[src/design/sync_frame_status_parser_assert.svh]
// ----------------------------------------------------------------------------
// Assertion macros for the sync frame status parser
// Concurrent checks clocked on clk; they compile away in synthesis.
// ----------------------------------------------------------------------------
`ifndef SYNC_FRAME_STATUS_PARSER_ASSERT_SVH
`define SYNC_FRAME_STATUS_PARSER_ASSERT_SVH

`ifndef SYNTHESIS

// Check a property on every rising clk edge outside reset.
`define SFSP_ASSERT(lbl, prop, msg) \
    lbl: assert property (@(posedge clk) disable iff (!rst_n) prop) else $error(msg);

// Check a property on every rising clk edge, reset included.
`define SFSP_ASSERT_ALWAYS(lbl, prop, msg) \
    lbl: assert property (@(posedge clk) prop) else $error(msg);

`else

`define SFSP_ASSERT(lbl, prop, msg)
`define SFSP_ASSERT_ALWAYS(lbl, prop, msg)

`endif

`endif

[src/design/sfsp_pkg.sv]
// ----------------------------------------------------------------------------
// sfsp_pkg
// Frame codes, parser states and shared types for the frame status parser.
// ----------------------------------------------------------------------------
`timescale 1ns / 1ps
`default_nettype none

package sfsp_pkg;

    localparam logic [7:0] HDR_FIRST   = 8'h55;
    localparam logic [7:0] HDR_SECOND  = 8'hAA;
    localparam logic [7:0] TRL_FIRST   = 8'h0D;
    localparam logic [7:0] TRL_SECOND  = 8'h0A;
    localparam logic [7:0] ST_STEPPING = 8'hAA;
    localparam logic [7:0] ST_DONE     = 8'hFF;

    // Position within the frame: the number of frame bytes held so far.
    typedef enum logic [2:0] {
        FS_HUNT    = 3'd0,
        FS_HDR2    = 3'd1,
        FS_STATUS  = 3'd2,
        FS_RESERVE = 3'd3,
        FS_CHECK   = 3'd4,
        FS_TRL1    = 3'd5,
        FS_TRL2    = 3'd6
    } frame_state_t;

    // Result handed from the frame tracker to the output register.
    typedef struct packed {
        logic valid;
        logic gait_run;
    } res_t;

endpackage

`default_nettype wire

[src/design/sfsp_rx_if.sv]
// ----------------------------------------------------------------------------
// sfsp_rx_if
// Valid/ready channel that carries one received serial byte per request.
// ----------------------------------------------------------------------------
`timescale 1ns / 1ps
`default_nettype none

interface sfsp_rx_if;

    logic       valid;
    logic       ready;
    logic [7:0] rx_byte;

    modport source (output valid, output rx_byte, input ready);
    modport sink (input valid, input rx_byte, output ready);

endinterface

`default_nettype wire

[src/design/sfsp_res_if.sv]
// ----------------------------------------------------------------------------
// sfsp_res_if
// Valid/ready channel that carries one decoded frame status per request.
// ----------------------------------------------------------------------------
`timescale 1ns / 1ps
`default_nettype none

interface sfsp_res_if;

    logic valid;
    logic ready;
    logic gait_run;

    modport source (output valid, output gait_run, input ready);
    modport sink (input valid, input gait_run, output ready);

endinterface

`default_nettype wire

[src/design/sfsp_frame_tracker.sv]
// ----------------------------------------------------------------------------
// sfsp_frame_tracker
// Input byte register, frame position state machine and frame check.
// ----------------------------------------------------------------------------
`timescale 1ns / 1ps
`default_nettype none

module sfsp_frame_tracker (
    input  wire logic    clk,
    input  wire logic    rst_n,
    sfsp_rx_if.sink      rx,
    input  wire logic    slot_free,
    output sfsp_pkg::res_t res
);

    import sfsp_pkg::*;

    logic         in_vld_reg;
    logic [7:0]   in_byte_reg;
    frame_state_t state_reg;
    frame_state_t state_next;
    logic [7:0]   status_reg;
    logic [7:0]   reserve_reg;
    logic [7:0]   check_reg;
    logic         trl_ok_reg;
    logic [7:0]   sum;
    logic         hit;
    logic         advance;

    // A byte with no result may always move on; a frame hit needs a free slot.
    assign sum     = status_reg + reserve_reg;
    assign hit     = (state_reg == FS_TRL2) && trl_ok_reg && (in_byte_reg == TRL_SECOND)
                     && (sum == check_reg)
                     && ((status_reg == ST_STEPPING) || (status_reg == ST_DONE));
    assign advance = in_vld_reg && (!hit || slot_free);
    assign rx.ready = !in_vld_reg || advance;

    assign res.valid    = advance && hit;
    assign res.gait_run = (status_reg == ST_STEPPING);

    always_ff @(posedge clk or negedge rst_n)
    begin
        if (!rst_n)
        begin
            in_vld_reg <= 1'b0;
            state_reg  <= FS_HUNT;
        end
        else
        begin
            if (rx.valid && rx.ready)
                in_vld_reg <= 1'b1;
            else if (advance)
                in_vld_reg <= 1'b0;
            if (advance)
                state_reg <= state_next;
        end
    end

    always_ff @(posedge clk)
    begin
        if (rx.valid && rx.ready)
            in_byte_reg <= rx.rx_byte;
        if (advance)
        begin
            if (state_reg == FS_STATUS)
                status_reg <= in_byte_reg;
            if (state_reg == FS_RESERVE)
                reserve_reg <= in_byte_reg;
            if (state_reg == FS_CHECK)
                check_reg <= in_byte_reg;
            if (state_reg == FS_TRL1)
                trl_ok_reg <= (in_byte_reg == TRL_FIRST);
        end
    end

    always_comb
    begin
        case (state_reg)
            FS_HDR2:    state_next = (in_byte_reg == HDR_SECOND) ? FS_STATUS : FS_HUNT;
            FS_STATUS:  state_next = FS_RESERVE;
            FS_RESERVE: state_next = FS_CHECK;
            FS_CHECK:   state_next = FS_TRL1;
            FS_TRL1:    state_next = FS_TRL2;
            FS_TRL2:    state_next = FS_HUNT;
            default:    state_next = (in_byte_reg == HDR_FIRST) ? FS_HDR2 : FS_HUNT;
        endcase
    end

endmodule

`default_nettype wire

[src/design/sfsp_result_reg.sv]
// ----------------------------------------------------------------------------
// sfsp_result_reg
// Output register that holds one decoded status until the sink takes it.
// ----------------------------------------------------------------------------
`timescale 1ns / 1ps
`default_nettype none

module sfsp_result_reg (
    input  wire logic     clk,
    input  wire logic     rst_n,
    input  wire sfsp_pkg::res_t res,
    output logic          slot_free,
    sfsp_res_if.source    result
);

    import sfsp_pkg::*;

    logic out_vld_reg;
    logic out_stp_reg;

    assign slot_free       = !out_vld_reg || result.ready;
    assign result.valid    = out_vld_reg;
    assign result.gait_run = out_stp_reg;

    always_ff @(posedge clk or negedge rst_n)
    begin
        if (!rst_n)
            out_vld_reg <= 1'b0;
        else if (res.valid)
            out_vld_reg <= 1'b1;
        else if (result.ready)
            out_vld_reg <= 1'b0;
    end

    always_ff @(posedge clk)
    begin
        if (res.valid)
            out_stp_reg <= res.gait_run;
    end

endmodule

`default_nettype wire

[src/design/sync_frame_status_parser.sv]
// ----------------------------------------------------------------------------
// sync_frame_status_parser
// Hunts for 55 AA status reserve check 0D 0A frames in a received byte stream
// and reports the gait status of each good frame.
// ----------------------------------------------------------------------------
//
//   Channel  Direction  Payload              Request
//   rx       in         rx_byte [7:0]        one received serial byte
//   result   out        gait_run [0:0]       status of one good frame
//
// The block takes one byte per cycle while no frame-completing byte waits. A
// byte is held in the input register, where the frame state machine and the
// checksum compare act on it, and a frame's result moves to the output register.
// Reset clears the frame state and both valid flags, so the block starts hunting.
// While a result waits in the output register, bytes without a result keep
// flowing; only a frame-completing byte waits for the output register to empty.
// ----------------------------------------------------------------------------
`timescale 1ns / 1ps
`default_nettype none

`include "sync_frame_status_parser_assert.svh"

module sync_frame_status_parser (
    input  wire logic  clk,
    input  wire logic  rst_n,
    sfsp_rx_if.sink    rx,
    sfsp_res_if.source result
);

    import sfsp_pkg::*;

    // Result of the byte leaving the input register this cycle.
    res_t res;
    // High when the output register can take a new result this cycle.
    logic slot_free;

    // The tracker owns the input register, the frame position and the stored
    // status, reserve and check bytes. It only retires a frame-completing
    // byte when the output register has room.
    sfsp_frame_tracker u_tracker (
        .clk       (clk),
        .rst_n     (rst_n),
        .rx        (rx),
        .slot_free (slot_free),
        .res       (res)
    );

    // The output register decouples the sink's ready from the byte stream.
    sfsp_result_reg u_result (
        .clk       (clk),
        .rst_n     (rst_n),
        .res       (res),
        .slot_free (slot_free),
        .result    (result)
    );

    // A new result must never overwrite one the sink has not taken.
    `SFSP_ASSERT(a_no_overwrite, res.valid |-> slot_free, "result written into a full slot")
    // Every produced result shows up on the output the next cycle.
    `SFSP_ASSERT(a_res_shown, res.valid |=> result.valid, "produced result not presented")
    // The presented status is the one the tracker decoded.
    `SFSP_ASSERT(a_res_value, res.valid |=> (result.gait_run == $past(res.gait_run)), "status differs")

endmodule

`default_nettype wire
[src/flat_wrapper.sv]
// flat-port wrapper written by rule: the top's interface ports become plain ports
module sync_frame_status_parser_flat import sfsp_pkg::*;
  (clk, rst_n, rx_valid, rx_rx_byte, rx_ready, result_valid, result_gait_run, result_ready);
  sfsp_rx_if rx_i ();
  sfsp_res_if result_i ();
  input  wire logic clk;
  input  wire logic rst_n;
  input wire logic [$bits(rx_i.valid)-1:0] rx_valid;
  input wire logic [$bits(rx_i.rx_byte)-1:0] rx_rx_byte;
  output wire logic [$bits(rx_i.ready)-1:0] rx_ready;
  output wire logic [$bits(result_i.valid)-1:0] result_valid;
  output wire logic [$bits(result_i.gait_run)-1:0] result_gait_run;
  input wire logic [$bits(result_i.ready)-1:0] result_ready;
  assign rx_i.valid = rx_valid;
  assign rx_i.rx_byte = rx_rx_byte;
  assign rx_ready = rx_i.ready;
  assign result_valid = result_i.valid;
  assign result_gait_run = result_i.gait_run;
  assign result_i.ready = result_ready;
  sync_frame_status_parser u_core (.clk(clk), .rst_n(rst_n), .rx(rx_i), .result(result_i));
endmodule
[config.mk]
export PLATFORM = sky130hd
export DESIGN_NAME = sync_frame_status_parser_flat
export DESIGN_NICKNAME = d
export VERILOG_FILES = /design/src/design/sfsp_pkg.sv /design/src/design/sfsp_rx_if.sv /design/src/design/sfsp_res_if.sv /design/src/design/sfsp_frame_tracker.sv /design/src/design/sfsp_result_reg.sv /design/src/design/sync_frame_status_parser.sv /design/src/flat_wrapper.sv
export VERILOG_INCLUDE_DIRS = /design/src /design/src/design
export SDC_FILE = /design/constraint.sdc
export NUM_CORES = 1
export LEC_CHECK = 0
export BUFFER_PORTS_ARGS = -buffer_cell sky130_fd_sc_hd__buf_4
export CORE_MARGIN = 2
export CORE_UTILIZATION = 30
export CTS_CLUSTER_SIZE = 25
export DETAILED_ROUTE_END_ITERATION = 7
export PLACE_DENSITY = 0.55
export RECOVER_POWER = 100
export SYNTH_ARGS = -nofsm -noshare
export SYNTH_HDL_FRONTEND = slang
export SYNTH_SLANG_ARGS = --single-unit
[constraint.sdc]
create_clock -name clk -period 3.81 [get_ports clk]
set_input_delay 0.1905 -clock clk [delete_from_list [all_inputs] [get_ports clk]]
set_output_delay 0.1905 -clock clk [all_outputs]
set_load 0.01 [all_outputs]
==> run_results.csv <==
group,metric,value,unit
cts,path_clk_slew,0.08,ns
global_route,grt_max_degree,14,
yosys,synth_area_per_cell,13.0,sq um
yosys,syn_nets,169,
floorplanning,core,6310,sq um
drt,avgViaCountPerCell,5.12,
yosys,ys_warn_count,0,
hold_path,min_delay_path_depth,1,
place,dp_hpwl,2920,um
sta,drv_slew,0,
worst_setup_path,worst_path_most_repeated_cell,"nor4_1",
finish,mostFrequentLayoutCells,"edfxtp_1 (34), nand2_1 (11), nor2_1 (9), clkbuf_4 (8), ha_1 (7)",
worst_setup_path,path_class,"register to primary output",
sta,final_hold_viol_count,0,
yosys,ys.flop_type,"edfxtp_1",
sta,period_share,0.860,
worst_setup_path,path_depth,9,
sta,slew_headroom,0.303,
yosys,syn-instance-count,149,
drt,first_pass_iters,4,
hold_path,hp-class,"primary input to register",
finish,final_nets,190,
run_status,outcome,"complete, no violations",
drt,antenna_left,0,
cts,cts_sinks,39,
cts,postCtsSetupRepairBufs,0,
worst_setup_path,path_cells,"ha_1 -> fa_1 -> xor3_1 -> nor4_1 -> nand2_1 -> nor4_1 -> o2111ai_1 -> nand2b_1 -> clkbuf_1",
finish,area_growth,15.9,%
worst_setup_path,crit_fanout,5,
worst_setup_path,crit_path_end_kind,"primary output",
finish,final-instance-count-excl-fill,248,
sta,finClkSkew,0.00582,ns
sta,grt_setup_unrepaired,"false",
cts,cts-root-buf,"clkbuf_8",
place,gp_congestion,0.850,
global_route,grt_antenna_before_repair,0,
floorplanning,io_pins,15,
cts,cts_tree,"built",
yosys,ys_seq_area_frac,0.590,
worst_setup_path,slowest_delay,0.42,ns
global_route,grt-ovfl-total,0,
sta,tightest_slew,1.04,ns
drt,wl,3880,um
place,io_buffers,14,
yosys,syn_area,1940,sq um
finish,drive_gt1_frac,0.146,
floorplanning,die_h,84.5,um
cts,h-tree-depth,2,
worst_setup_path,start_kind,"register",
global_route,grt_pass1_wl,6460,um
cts,clkLatencyLatePin,0.29,ns
worst_setup_path,cp_num_buf_inv,1,
yosys,synth_edf_count,34,
pwr,power.density,488,nW/um^2
floorplanning,rows,29,
place,dp.cells,239,
sta,post-route-min-period,3.28,ns
worst_setup_path,crit_family,"simple AND/OR/NAND/NOR gates",
worst_setup_path,cp_slowest_cell,"edfxtp_1",
floorplanning,start_util,0.308,
drt,drc,0,
sta,fmax,305,MHz
cts,cts_buffer_depth,2,
worst_setup_path,required,3.62,ns
sta,setup_tns,0,ns
floorplanning,die_w,84.5,um
finish,antennaDiodeCount,0,
finish,layout_commonest_cell,"edfxtp_1",
pwr,irDropWorstVdd,0.283,mV
sta,finalSetupViolCount,0,
flow_run,cap_violations,0,
finish,utilization,0.357,
drt,vias,1269,
floorplanning,die_area,7140,sq um
sta,whs,0.0869,ns
worst_setup_path,critPathArrivalTime,3.09,ns
drt,wl_per_cell,15.6,um
yosys,ys_seq_elements,39,
drt,drtIter0Drc,49,
global_route,first_global_vias,1266,
global_route,grt_usage,0.118,
worst_setup_path,r2r_cells,8,
pwr,p_leak,0.797,nW
yosys,ys_types,44,
cts,numCtsBuffers,5,
yosys,postSynth.asyncResetShare,0.128,
cell type report:
class / count / area (sq um)
Fill cell: 636 / 4060
Clock buffer: 5 / 68.8
Timing Repair Buffer: 17 / 108
Inverter: 5 / 18.8
Clock inverter: 3 / 67.6
Multi-Input combinational cell: 102 / 747
Tap cell: 77 / 96.3
Sequential cell: 39 / 1150
kinds of logic (layout without fill, tap and decap cells):
group	after synthesis	in the layout	share of synthesized area
AND/OR/NAND/NOR	52	52	0.160
flip-flops	39	39	0.590
AO/OA/AOI/OAI	31	31	0.116
XOR/XNOR	9	9	0.0483
adder cells (fa/ha/maj)	8	8	0.0554
buffers and inverters	8	30	0.0193
multiplexers	2	2	0.0109
what timing repair did:
item                                   in CTS  in global routing
endpoints found under the hold margin       5                  0
hold buffers                                1                  0
gates resized for setup                     0                  0
synthesized netlist by cell type, drive strengths merged, types with 5 or more instances:
cell type  number  share of area
a21oi           6          0.015
nand2          11          0.021
nor2b           6          0.019
ha              7          0.045
inv             5         0.0097
xnor2           5          0.023
dfrtp           5          0.064
edfxtp         34           0.53
nor2            9          0.017
path summary, 6_finish.rpt:
path,slack (ns),end,start
setup / recovery,0.53,rx_ready,u_core.u_tracker.status_reg[0]$_DFFE_PP_
hold / removal,0.09,u_core.u_tracker.in_byte_reg[6]$_DFFE_PP_,rx_rx_byte[6]
setup reg to reg,0.55,u_core.u_tracker.status_reg[6]$_DFFE_PP_,u_core.u_tracker.status_reg[0]$_DFFE_PP_
hold reg to reg,0.56,u_core.u_result.result.valid$_DFFE_PN0P_,u_core.u_result.result.valid$_DFFE_PN0P_
max in group asynchronous,3.31,u_core.u_tracker.state_reg[1]$_DFFE_PN0N_,rst_n
min in group asynchronous,0.28,u_core.u_result.result.valid$_DFFE_PN0P_,rst_n
through the flow:
| stage | area (sq um) | total power [mW] | setup slack (ns) |
|---|---|---|---|
| after floorplan | 1940 | 0.663 | 0.506 |
| after global placement | 2140 | 0.700 | 0.632 |
| after detailed placement | 2140 | 0.702 | 0.497 |
| after CTS | 2290 | 1.12 | 0.477 |
| after global routing | 2250 | 1.15 | 0.232 |
| final | 2250 | 1.10 | 0.532 |
power breakdown:
part / total, mW / switching [mW] / internal [mW]
Combinational: 0.133 / 0.0688 / 0.0637
Clock: 0.412 / 0.150 / 0.261
Sequential: 0.555 / 0.0479 / 0.507
Total: 1.10 / 0.267 / 0.832
per-layer routing:
layer	GRT usage	part of all wire	up-vias
met3	0.0295	0.045	5
li1	-	-	611
met1	0.163	0.49	625
met5	0	0	-
met2	0.181	0.45	28
met4	0.0390	0.012	0
Power figures use the tool's default switching activity.
